### config.mk
export PLATFORM = sky130hd
export DESIGN_NAME = bmp_rle4_rle8_decoder
export DESIGN_NICKNAME = d
export VERILOG_FILES = /design/src/hdl/bmprle_pkg.sv /design/src/hdl/bmprle_in_reg.sv /design/src/hdl/bmprle_decode.sv /design/src/hdl/bmprle_out_reg.sv /design/src/hdl/bmp_rle4_rle8_decoder.sv
export SDC_FILE = /design/constraint.sdc
export NUM_CORES = 1
export LEC_CHECK = 0
export BUFFER_PORTS_ARGS = -buffer_cell sky130_fd_sc_hd__buf_4
export CAP_MARGIN = 25
export CORE_MARGIN = 4
export CORE_UTILIZATION = 50
export CTS_BUF_LIST = sky130_fd_sc_hd__clkbuf_16
export CTS_CLUSTER_SIZE = 10
export DETAILED_ROUTE_END_ITERATION = 10
export PLACE_DENSITY = 0.67
export SYNTH_ARGS = -nofsm -noshare
export SYNTH_HDL_FRONTEND = slang
export SYNTH_SLANG_ARGS = --single-unit
### constraint.sdc
create_clock -name clk -period 12.7 [get_ports clk]
set_input_delay 0.635 -clock clk [delete_from_list [all_inputs] [get_ports clk]]
set_output_delay 0.635 -clock clk [all_outputs]
set_load 0.05 [all_outputs]
### src/hdl/bmprle_pkg.sv
// Shared types and constants for the RLE4/RLE8 bitmap stream decoder.
package bmprle_pkg;

    localparam int DEF_MAX_WIDTH  = 4096;
    localparam int DEF_MAX_HEIGHT = 4096;

    localparam int CFG_DW = 13;
    localparam int CFG_IW = 2;

    localparam logic [CFG_IW-1:0] REG_IMAGE_WIDTH  = 2'd0;
    localparam logic [CFG_IW-1:0] REG_IMAGE_HEIGHT = 2'd1;
    localparam logic [CFG_IW-1:0] REG_NIBBLE_MODE  = 2'd2;

    localparam logic [7:0] HI_NIB = 8'hf0;
    localparam logic [7:0] LO_NIB = 8'h0f;

    typedef enum logic [1:0] {
        ST_SPAN      = 2'd0,
        ST_DONE      = 2'd1,
        ST_BAD_LINE  = 2'd2,
        ST_DELTA_OVF = 2'd3
    } status_t;

    typedef enum logic [6:0] {
        PH_CODE   = 7'b0000001,
        PH_ESC    = 7'b0000010,
        PH_RUNVAL = 7'b0000100,
        PH_DX     = 7'b0001000,
        PH_DY     = 7'b0010000,
        PH_LIT    = 7'b0100000,
        PH_PAD    = 7'b1000000
    } phase_t;

    typedef struct packed {
        logic [CFG_DW-1:0] image_width;
        logic [CFG_DW-1:0] image_height;
        logic              nibble_mode;
    } cfg_t;

    typedef struct packed {
        logic [23:0] start_index;
        logic [19:0] span_count;
        logic [7:0]  value_first;
        logic [7:0]  value_second;
        status_t     status;
        logic        last_of_frame;
    } res_t;

endpackage

### src/hdl/bmprle_in_reg.sv
// Input register stage: holds one compressed byte until the decoder takes it.
module bmprle_in_reg
    import bmprle_pkg::*;
(
    input  logic       clk,
    input  logic       rst_n,
    input  logic       in_valid,
    output logic       in_stall,
    input  logic [7:0] data_byte,
    input  logic       frame_start,
    input  logic       advance,
    output logic       item_valid,
    output logic [7:0] item_byte,
    output logic       item_frame_start
);

    logic       valid_reg;
    logic [7:0] byte_reg;
    logic       fs_reg;
    logic       load;

    assign in_stall = valid_reg && !advance;
    assign load     = in_valid && !in_stall;

    always_ff @(posedge clk or negedge rst_n)
    begin
        if (!rst_n)
        begin
            valid_reg <= 1'b0;
        end
        else if (load)
        begin
            valid_reg <= 1'b1;
        end
        else if (advance)
        begin
            valid_reg <= 1'b0;
        end
    end

    always_ff @(posedge clk)
    begin
        if (load)
        begin
            byte_reg <= data_byte;
            fs_reg   <= frame_start;
        end
    end

    assign item_valid       = valid_reg;
    assign item_byte        = byte_reg;
    assign item_frame_start = fs_reg;

endmodule

### src/hdl/bmprle_decode.sv
// Parse state machine, position tracking and span computation for one byte.
module bmprle_decode
    import bmprle_pkg::*;
#(
    parameter int MAX_WIDTH  = DEF_MAX_WIDTH,
    parameter int MAX_HEIGHT = DEF_MAX_HEIGHT
)
(
    input  logic       clk,
    input  logic       rst_n,
    input  logic       fire,
    input  logic [7:0] data_byte,
    input  logic       frame_start,
    input  cfg_t       cfg,
    output logic       res_valid,
    output res_t       res
);

    localparam int CW = $clog2(MAX_WIDTH + 1);
    localparam int RW = $clog2(MAX_HEIGHT);
    localparam int HW = $clog2(MAX_HEIGHT + 1);
    localparam int NW = (CW > 8) ? CW : 8;
    localparam int SW = ((HW > 8) ? HW : 8) + 1;
    localparam int PW = RW + CW;
    localparam int DW = CW + 8;

    phase_t        phase_reg, phase_next, cur_phase;
    logic [RW-1:0] row_reg, row_next, cur_row;
    logic [CW-1:0] col_reg, col_next, cur_col;
    logic [7:0]    pend_reg, pend_next, cur_pend;
    logic          pad_reg, pad_next, cur_pad;
    logic [7:0]    dx_reg, dx_next, cur_dx;
    logic          stop_reg, stop_next, cur_stop;

    logic [CW-1:0] eff_w;
    logic [HW-1:0] eff_h;
    logic          full;
    logic [CW-1:0] room;
    logic [7:0]    lit_pix;
    logic [7:0]    want;
    logic [NW-1:0] span_n;
    logic [NW-1:0] dxc;
    logic [PW-1:0] row_base;
    logic [PW:0]   base_idx;
    logic [DW-1:0] dy_area;
    logic [SW-1:0] row_p1;
    logic [SW-1:0] dy_end;
    logic [7:0]    val_a;
    logic [7:0]    val_b;
    logic [8:0]    lit_plus1;

    // Register values used as-is by the decoder are clamped into range.
    always_comb
    begin
        if (cfg.image_width == '0)
        begin
            eff_w = CW'(1);
        end
        else if (32'(cfg.image_width) > MAX_WIDTH)
        begin
            eff_w = CW'(MAX_WIDTH);
        end
        else
        begin
            eff_w = CW'(cfg.image_width);
        end
        if (cfg.image_height == '0)
        begin
            eff_h = HW'(1);
        end
        else if (32'(cfg.image_height) > MAX_HEIGHT)
        begin
            eff_h = HW'(MAX_HEIGHT);
        end
        else
        begin
            eff_h = HW'(cfg.image_height);
        end
    end

    // frame_start restarts decoding before this byte is parsed
    always_comb
    begin
        if (frame_start)
        begin
            cur_phase = PH_CODE;
            cur_row   = '0;
            cur_col   = '0;
            cur_pend  = '0;
            cur_pad   = 1'b0;
            cur_dx    = '0;
            cur_stop  = 1'b0;
        end
        else
        begin
            cur_phase = phase_reg;
            cur_row   = row_reg;
            cur_col   = col_reg;
            cur_pend  = pend_reg;
            cur_pad   = pad_reg;
            cur_dx    = dx_reg;
            cur_stop  = stop_reg;
        end
    end

    always_comb
    begin
        full     = cur_col >= eff_w;
        room     = full ? '0 : (eff_w - cur_col);
        lit_pix  = (cfg.nibble_mode && (cur_pend >= 8'd2)) ? 8'd2 : 8'd1;
        want     = (cur_phase == PH_RUNVAL) ? cur_pend : lit_pix;
        span_n   = (NW'(want) < NW'(room)) ? NW'(want) : NW'(room);
        dxc      = (NW'(cur_dx) < NW'(room)) ? NW'(cur_dx) : NW'(room);
        row_base = PW'(cur_row) * PW'(eff_w);
        base_idx = (PW+1)'(row_base) + (PW+1)'(cur_col);
        dy_area  = DW'(data_byte) * DW'(eff_w);
        row_p1   = SW'(cur_row) + SW'(1);
        dy_end   = row_p1 + SW'(data_byte);
        lit_plus1 = 9'(data_byte) + 9'd1;
        if (cfg.nibble_mode)
        begin
            val_a = (data_byte & HI_NIB) >> 4;
            val_b = data_byte & LO_NIB;
        end
        else
        begin
            val_a = data_byte;
            val_b = data_byte;
        end
    end

    always_comb
    begin
        phase_next = cur_phase;
        row_next   = cur_row;
        col_next   = cur_col;
        pend_next  = cur_pend;
        pad_next   = cur_pad;
        dx_next    = cur_dx;
        stop_next  = cur_stop;
        res_valid  = 1'b0;
        res        = '0;

        if (!cur_stop)
        begin
            case (cur_phase)
                PH_CODE:
                begin
                    if (data_byte == 8'd0)
                    begin
                        phase_next = PH_ESC;
                    end
                    else if (full)
                    begin
                        stop_next         = 1'b1;
                        phase_next        = PH_CODE;
                        res_valid         = 1'b1;
                        res.status        = ST_BAD_LINE;
                        res.last_of_frame = 1'b1;
                    end
                    else
                    begin
                        pend_next  = data_byte;
                        phase_next = PH_RUNVAL;
                    end
                end
                PH_RUNVAL, PH_LIT:
                begin
                    if (cur_phase == PH_RUNVAL)
                    begin
                        phase_next = PH_CODE;
                    end
                    else
                    begin
                        pend_next = (cur_pend >= lit_pix) ? (cur_pend - lit_pix) : '0;
                        if (pend_next == '0)
                        begin
                            phase_next = cur_pad ? PH_PAD : PH_CODE;
                        end
                    end
                    if (span_n != '0)
                    begin
                        col_next         = cur_col + CW'(span_n);
                        res_valid        = 1'b1;
                        res.start_index  = 24'(base_idx);
                        res.span_count   = 20'(span_n);
                        res.value_first  = val_a;
                        res.value_second = val_b;
                        res.status       = ST_SPAN;
                    end
                end
                PH_ESC:
                begin
                    if (full)
                    begin
                        if (data_byte == 8'd1 || (data_byte == 8'd0 && row_p1 >= SW'(eff_h)))
                        begin
                            stop_next         = 1'b1;
                            phase_next        = PH_CODE;
                            res_valid         = 1'b1;
                            res.status        = ST_DONE;
                            res.last_of_frame = 1'b1;
                        end
                        else if (data_byte != 8'd0)
                        begin
                            stop_next         = 1'b1;
                            phase_next        = PH_CODE;
                            res_valid         = 1'b1;
                            res.status        = ST_BAD_LINE;
                            res.last_of_frame = 1'b1;
                        end
                        else
                        begin
                            row_next   = cur_row + RW'(1);
                            col_next   = '0;
                            phase_next = PH_CODE;
                        end
                    end
                    else if (data_byte <= 8'd1)
                    begin
                        // end of line or image before the row is full
                        stop_next         = 1'b1;
                        phase_next        = PH_CODE;
                        res_valid         = 1'b1;
                        res.status        = ST_BAD_LINE;
                        res.last_of_frame = 1'b1;
                    end
                    else if (data_byte == 8'd2)
                    begin
                        phase_next = PH_DX;
                    end
                    else
                    begin
                        pend_next  = data_byte;
                        // pad when the literal occupies an odd number of source bytes
                        pad_next   = cfg.nibble_mode ? lit_plus1[1] : data_byte[0];
                        phase_next = PH_LIT;
                    end
                end
                PH_DX:
                begin
                    dx_next    = data_byte;
                    phase_next = PH_DY;
                end
                PH_DY:
                begin
                    if (dy_end > SW'(eff_h))
                    begin
                        stop_next         = 1'b1;
                        phase_next        = PH_CODE;
                        res_valid         = 1'b1;
                        res.status        = ST_DELTA_OVF;
                        res.last_of_frame = 1'b1;
                    end
                    else
                    begin
                        col_next   = cur_col + CW'(dxc);
                        row_next   = cur_row + RW'(data_byte);
                        phase_next = PH_CODE;
                        if (dxc != '0 || data_byte != 8'd0)
                        begin
                            res_valid       = 1'b1;
                            res.start_index = 24'(base_idx);
                            res.span_count  = 20'((DW+1)'(dy_area) + (DW+1)'(dxc));
                            res.status      = ST_SPAN;
                        end
                    end
                end
                PH_PAD:
                begin
                    phase_next = PH_CODE;
                end
                default:
                begin
                    phase_next = PH_CODE;
                end
            endcase
        end
    end

    always_ff @(posedge clk or negedge rst_n)
    begin
        if (!rst_n)
        begin
            phase_reg <= PH_CODE;
            row_reg   <= '0;
            col_reg   <= '0;
            pend_reg  <= '0;
            pad_reg   <= 1'b0;
            dx_reg    <= '0;
            stop_reg  <= 1'b0;
        end
        else if (fire)
        begin
            phase_reg <= phase_next;
            row_reg   <= row_next;
            col_reg   <= col_next;
            pend_reg  <= pend_next;
            pad_reg   <= pad_next;
            dx_reg    <= dx_next;
            stop_reg  <= stop_next;
        end
    end

endmodule

### src/hdl/bmprle_out_reg.sv
// Result register: holds one span or status transaction until taken.
module bmprle_out_reg
    import bmprle_pkg::*;
(
    input  logic        clk,
    input  logic        rst_n,
    input  logic        fire,
    input  logic        res_valid,
    input  res_t        res,
    output logic        advance,
    output logic        out_valid,
    input  logic        out_stall,
    output logic [23:0] start_index,
    output logic [19:0] span_count,
    output logic [7:0]  value_first,
    output logic [7:0]  value_second,
    output logic [1:0]  status,
    output logic        last_of_frame
);

    logic valid_reg;
    res_t res_reg;

    // a new result may enter when the slot is empty or drains this cycle
    assign advance = !valid_reg || !out_stall;

    always_ff @(posedge clk or negedge rst_n)
    begin
        if (!rst_n)
        begin
            valid_reg <= 1'b0;
        end
        else if (advance)
        begin
            valid_reg <= fire && res_valid;
        end
    end

    always_ff @(posedge clk)
    begin
        if (fire && res_valid)
        begin
            res_reg <= res;
        end
    end

    assign out_valid     = valid_reg;
    assign start_index   = res_reg.start_index;
    assign span_count    = res_reg.span_count;
    assign value_first   = res_reg.value_first;
    assign value_second  = res_reg.value_second;
    assign status        = res_reg.status;
    assign last_of_frame = res_reg.last_of_frame;

endmodule

### src/hdl/bmp_rle4_rle8_decoder.sv
// Top level of the RLE4/RLE8 bitmap stream decoder with configuration registers.
//
//   channel   signals                                   dir   width
//   input     in_valid / in_stall, data_byte,           in    8 + 1
//             frame_start
//   output    out_valid / out_stall, start_index,       out   24+20+8+8+2+1
//             span_count, value_first, value_second,
//             status, last_of_frame
//   config    cfg_write, cfg_index, cfg_data            in    2 + 13
//
// One byte per cycle sustained while out_stall is low; an accepted byte waits in the input
// register, then is decoded into the result register (out_stall can hold it in between).
// The throughput bound is the single decode pass per byte, which holds the
// row-times-width multiply and the row-end clip.
// Reset clears the parse state and sets width and height to 1, RLE8 mode.
// out_stall holds the result register; in_stall rises only while both the
// input register and the result register are occupied.
module bmp_rle4_rle8_decoder
    import bmprle_pkg::*;
#(
    parameter int MAX_WIDTH  = DEF_MAX_WIDTH,
    parameter int MAX_HEIGHT = DEF_MAX_HEIGHT
)
(
    input  logic              clk,
    input  logic              rst_n,
    input  logic              in_valid,
    output logic              in_stall,
    input  logic [7:0]        data_byte,
    input  logic              frame_start,
    output logic              out_valid,
    input  logic              out_stall,
    output logic [23:0]       start_index,
    output logic [19:0]       span_count,
    output logic [7:0]        value_first,
    output logic [7:0]        value_second,
    output logic [1:0]        status,
    output logic              last_of_frame,
    input  logic              cfg_write,
    input  logic [CFG_IW-1:0] cfg_index,
    input  logic [CFG_DW-1:0] cfg_data
);

    cfg_t       cfg_reg;
    logic       advance;
    logic       item_valid;
    logic [7:0] item_byte;
    logic       item_fs;
    logic       fire;
    logic       res_valid;
    res_t       res;

    always_ff @(posedge clk or negedge rst_n)
    begin
        if (!rst_n)
        begin
            cfg_reg.image_width  <= CFG_DW'(1);
            cfg_reg.image_height <= CFG_DW'(1);
            cfg_reg.nibble_mode  <= 1'b0;
        end
        else if (cfg_write)
        begin
            case (cfg_index)
                REG_IMAGE_WIDTH:  cfg_reg.image_width  <= cfg_data;
                REG_IMAGE_HEIGHT: cfg_reg.image_height <= cfg_data;
                REG_NIBBLE_MODE:  cfg_reg.nibble_mode  <= cfg_data[0];
                default:          cfg_reg <= cfg_reg;
            endcase
        end
    end

    assign fire = item_valid && advance;

    bmprle_in_reg u_in_reg (
        .clk              (clk),
        .rst_n            (rst_n),
        .in_valid         (in_valid),
        .in_stall         (in_stall),
        .data_byte        (data_byte),
        .frame_start      (frame_start),
        .advance          (advance),
        .item_valid       (item_valid),
        .item_byte        (item_byte),
        .item_frame_start (item_fs)
    );

    bmprle_decode #(
        .MAX_WIDTH  (MAX_WIDTH),
        .MAX_HEIGHT (MAX_HEIGHT)
    ) u_decode (
        .clk         (clk),
        .rst_n       (rst_n),
        .fire        (fire),
        .data_byte   (item_byte),
        .frame_start (item_fs),
        .cfg         (cfg_reg),
        .res_valid   (res_valid),
        .res         (res)
    );

    bmprle_out_reg u_out_reg (
        .clk           (clk),
        .rst_n         (rst_n),
        .fire          (fire),
        .res_valid     (res_valid),
        .res           (res),
        .advance       (advance),
        .out_valid     (out_valid),
        .out_stall     (out_stall),
        .start_index   (start_index),
        .span_count    (span_count),
        .value_first   (value_first),
        .value_second  (value_second),
        .status        (status),
        .last_of_frame (last_of_frame)
    );

endmodule
==> out/qor.yml <==
logic_synthesis:
  netlist_top_cells_area: "sky130_fd_sc_hd__fa_1 (21%), sky130_fd_sc_hd__ha_1 (13%), sky130_fd_sc_hd__edfxtp_1 (10%), sky130_fd_sc_hd__dfrtp_1 (9.6%), sky130_fd_sc_hd__nand2_1 (5.7%)"
  ys_dominant_reg_cell: "sky130_fd_sc_hd__dfrtp_1"
  synth_top_cell_area_share: 0.206
  synth.cell_area_um2: 19800
  yosys.area_share.xor_xnor: 0.0385
  synth.lib_cells_used.distinct: 92
  synthArstFlopShare: 0.537
  postSynthCellCount: 2244
  dominant_combinational_cell_family_by_area_after_synthesis: "adder cells"
  synth_edf_count: 68
  yosys_register_bits: 147
  post_synth_mux_area_share: 0.0239
  synthesized_area_fraction_occupied_by_ao_oa_aoi_and_oai_cells: 0.132
  synth_top_cell_by_area: "sky130_fd_sc_hd__fa_1"
  yosys.area_share.simple: 0.189
  post_synth_fa_ha_maj_area_fraction: 0.337
  yosysWarningCount: 0
  synth-seq-area-share: 0.203
  avgSynthCellArea_um2: 8.82
setup_path:
  worstSetupStartpointType: "flip-flop"
  worstSetupEndpointType: "flip-flop"
  slowest_stage_cell_cp: "sky130_fd_sc_hd__o21a_1"
  critical_path.max_stage_delay_ns: 0.76
  worst-endpoint-required_ns: 12.89
  worstPathMaxFanout: 25
  critPathArrivalTime_ns: 10.92
  critPathKind: "flip-flop to flip-flop"
detailed_routing:
  routedWlPerCell_um: 20.9
  drt_pre_antenna_iters: 5
  wl_um: 59200
  vias: 16724
  final_antenna_net_count: 0
  dr.first_iter.drc_count: 1674
  drc: 0
  post_drt_via_cell_ratio: 5.90
global_routing:
  grt_start_max_net_pins: 71
  groute.usage.overall: 0.286
  vias_in_the_first_global_route: 17260
  grt-ovfl-total: 0
  grt_pass1_wl_um: 94800
  antenna_found_initial: 0
sta:
  report.final.hold_viol_count: 0
  final_period_minus_worst_setup_slack_ns: 10.72
  finalMaxSlewViolations: 0
  setup_violators_final: 0
  period_utilization_post_route: 0.844
  fin_setup_tns_ns: 0
  timing.hold.ws_ns: 0.338
  highest_achievable_clock_rate_mhz: 93.2
  rsz0062_at_grt: "false"
  clock_skew_ns: 0.0159
  relSlewSlack: 0.249
  worst_slew_pin_slew_ns: 1.11
placed_design:
  placed_area_um2: 21000
  buffer_ports.inserted: 93
  place_congestion: 0.961
  dpl.hpwl_um: 45600
clock_network:
  clkLatencyLatePin_ns: 0.48
  cts.htree.levels: 4
  number_of_buffers_added_to_fix_hold_violations_after_cts: 1
  cts_buffers: 17
  clock_path_buffers: 2
  cts_root_cell: "sky130_fd_sc_hd__clkbuf_16"
  cts.repair.resized: 0
  postCtsSetupBuffers: 0
  tritoncts_clock_tree: "built"
  clk_transition_reported_paths_ns: 0.07
  clock_sinks: 147
outcome:
  outcome: "complete, no violations"
pwr:
  comb_power_share: 0.649
  p_switching_uw: 1760
  clkPwrFrac: 0.152
  power.share.switching: 0.508
  irDropWorstVdd_uv: 143
  power_density_nw_per_um2: 161
  share_seq_of_total_power: 0.199
  p_int_uw: 1710
  p_leak_uw: 0.0104
layout:
  post_route_cells_drive_above_1_share: 0.0958
  antenna_cells: 0
  flip_flop_count_of_the_largest_register_after_layout: 27
  finalNetCount: 2744
  n_fill_cell: 3557
  layout.cell_area.non_filler_um2: 21600
  area_growth_syn_to_layout_pct: 9.36
floorplanning:
  die-area_um2: 42800
  placeable_core_region_um2: 38900
  pin_count: 94
  std_cell_rows: 72
  die_x_um: 207
  die_y_um: 207
  initial_core_util: 0.509
min_path:
  timing.hold.worst.class: "primary input to flip-flop"
run:
  timing.max_cap.violations: 0
Yosys cell counts (6+ instances only):
cell type / instances
sky130_fd_sc_hd__a211oi_1: 11
sky130_fd_sc_hd__a21o_1: 33
sky130_fd_sc_hd__a21oi_1: 98
sky130_fd_sc_hd__a221oi_1: 13
sky130_fd_sc_hd__a22o_1: 15
sky130_fd_sc_hd__a22oi_1: 7
sky130_fd_sc_hd__a31oi_1: 25
sky130_fd_sc_hd__and2_1: 70
sky130_fd_sc_hd__and3_1: 20
sky130_fd_sc_hd__buf_1: 7
sky130_fd_sc_hd__buf_2: 7
sky130_fd_sc_hd__buf_4: 7
sky130_fd_sc_hd__clkbuf_1: 75
sky130_fd_sc_hd__dfrtp_1: 76
sky130_fd_sc_hd__edfxtp_1: 68
sky130_fd_sc_hd__fa_1: 204
sky130_fd_sc_hd__ha_1: 206
sky130_fd_sc_hd__inv_1: 288
sky130_fd_sc_hd__mux2_2: 27
sky130_fd_sc_hd__mux2i_1: 14
sky130_fd_sc_hd__nand2_1: 302
sky130_fd_sc_hd__nand2b_1: 20
sky130_fd_sc_hd__nand3_1: 27
sky130_fd_sc_hd__nand4_1: 9
sky130_fd_sc_hd__nor2_1: 153
sky130_fd_sc_hd__nor2b_1: 57
sky130_fd_sc_hd__nor3_1: 43
sky130_fd_sc_hd__nor4_1: 18
sky130_fd_sc_hd__o2111ai_1: 6
sky130_fd_sc_hd__o21a_1: 11
sky130_fd_sc_hd__o21ai_0: 89
sky130_fd_sc_hd__o21bai_1: 11
sky130_fd_sc_hd__o31ai_1: 8
sky130_fd_sc_hd__or3_1: 6
sky130_fd_sc_hd__xnor2_1: 43
sky130_fd_sc_hd__xor2_1: 44
stage by stage:
stage          setup slack, ns  power [µW]  utilization  std cells
6_report                  1.98        3480        0.556       2836
5_1_grt                   1.15        3780        0.556       2836
4_1_cts                   2.09        3460        0.554       2830
3_5_place_dp              2.12        2920        0.539       2797
3_3_place_gp              2.40        2880        0.539       2797
2_1_floorplan             3.20        2340            -       2255
path summary, 6_finish.rpt:
| kind | slack (ns) | depth (start not counted) | from | endpoint |
|---|---|---|---|---|
| worst max-delay path | 1.98 | 36 | cfg_reg[26] | u_out_reg.span_count[19] |
| worst min-delay path | 0.34 | 1 | data_byte[3] | u_in_reg.item_byte[3] |
| worst max register to register | 1.98 | 36 | cfg_reg[26] | u_out_reg.span_count[19] |
| worst min register to register | 0.49 | 2 | u_decode.col_reg[0] | u_decode.col_reg[0] |
| max in group asynchronous | 11.35 | 4 | rst_n | cfg_reg[1] |
| min in group asynchronous | 0.53 | 2 | rst_n | u_decode.pend_reg[4] |
cells by family after synthesis:
| family | Yosys count |
|---|---|
| multiplexers | 43 |
| XOR/XNOR | 87 |
| adder cells (fa/ha/maj) | 410 |
| AO/OA/AOI/OAI | 394 |
| flip-flops | 147 |
| other | 2 |
| AND/OR/NAND/NOR | 770 |
| buffers and inverters | 391 |
worst max-delay path, delay by kind of cell, from the launching register on:
family | cells | cell delay, ns
compound gates | 19 | 5.06
fa+ha+maj | 7 | 2.98
buf+inv | 5 | 0.82
simple gates | 4 | 0.71
flops | 1 | 0.69
xor+xnor | 1 | 0.14
layer usage:
metal,share of wire,vias to the layer above,global-route usage
li1,-,7641,-
met1,0.43,8172,0.395
met2,0.45,778,0.446
met3,0.088,133,0.0678
met4,0.036,0,0.0963
met5,0,-,0
cell usage in the layout (no fill, tap or decap), types with 43 or more instances in the layout:
cell | synthesis | routed
sky130_fd_sc_hd__xor2_1 | 44 | 44
sky130_fd_sc_hd__inv_1 | 288 | 288
sky130_fd_sc_hd__a21oi_1 | 98 | 98
sky130_fd_sc_hd__edfxtp_1 | 68 | 68
sky130_fd_sc_hd__and2_1 | 70 | 70
sky130_fd_sc_hd__nor3_1 | 43 | 43
sky130_fd_sc_hd__o21ai_0 | 89 | 89
sky130_fd_sc_hd__buf_4 | 7 | 123
sky130_fd_sc_hd__nor2b_1 | 57 | 57
sky130_fd_sc_hd__fa_1 | 204 | 204
sky130_fd_sc_hd__ha_1 | 206 | 206
sky130_fd_sc_hd__nand2_1 | 302 | 302
sky130_fd_sc_hd__dfrtp_1 | 76 | 76
sky130_fd_sc_hd__xnor2_1 | 43 | 43
sky130_fd_sc_hd__nor2_1 | 153 | 151
cell type report:
cell class | count | area, µm² | share of cell area
tap | 518 | 648 | 0.0299
inverter | 293 | 1100 | 0.0508
timing repair buffer | 129 | 993 | 0.0459
sequential | 147 | 4020 | 0.186
multi-input combinational | 1717 | 14300 | 0.661
clock inverter | 15 | 146 | 0.00676
clock buffer | 17 | 425 | 0.0197
power groups by stage:
stage / Combinational [µW] / Sequential (µW) / Clock, µW
after floorplan: 1560 / 785 / 0
after global placement: 2190 / 697 / 0
after detailed placement: 2220 / 698 / 0
after CTS: 2230 / 691 / 533
after global routing: 2530 / 703 / 553
final: 2250 / 693 / 527
Note: power is estimated with default switching activity, not from simulation.
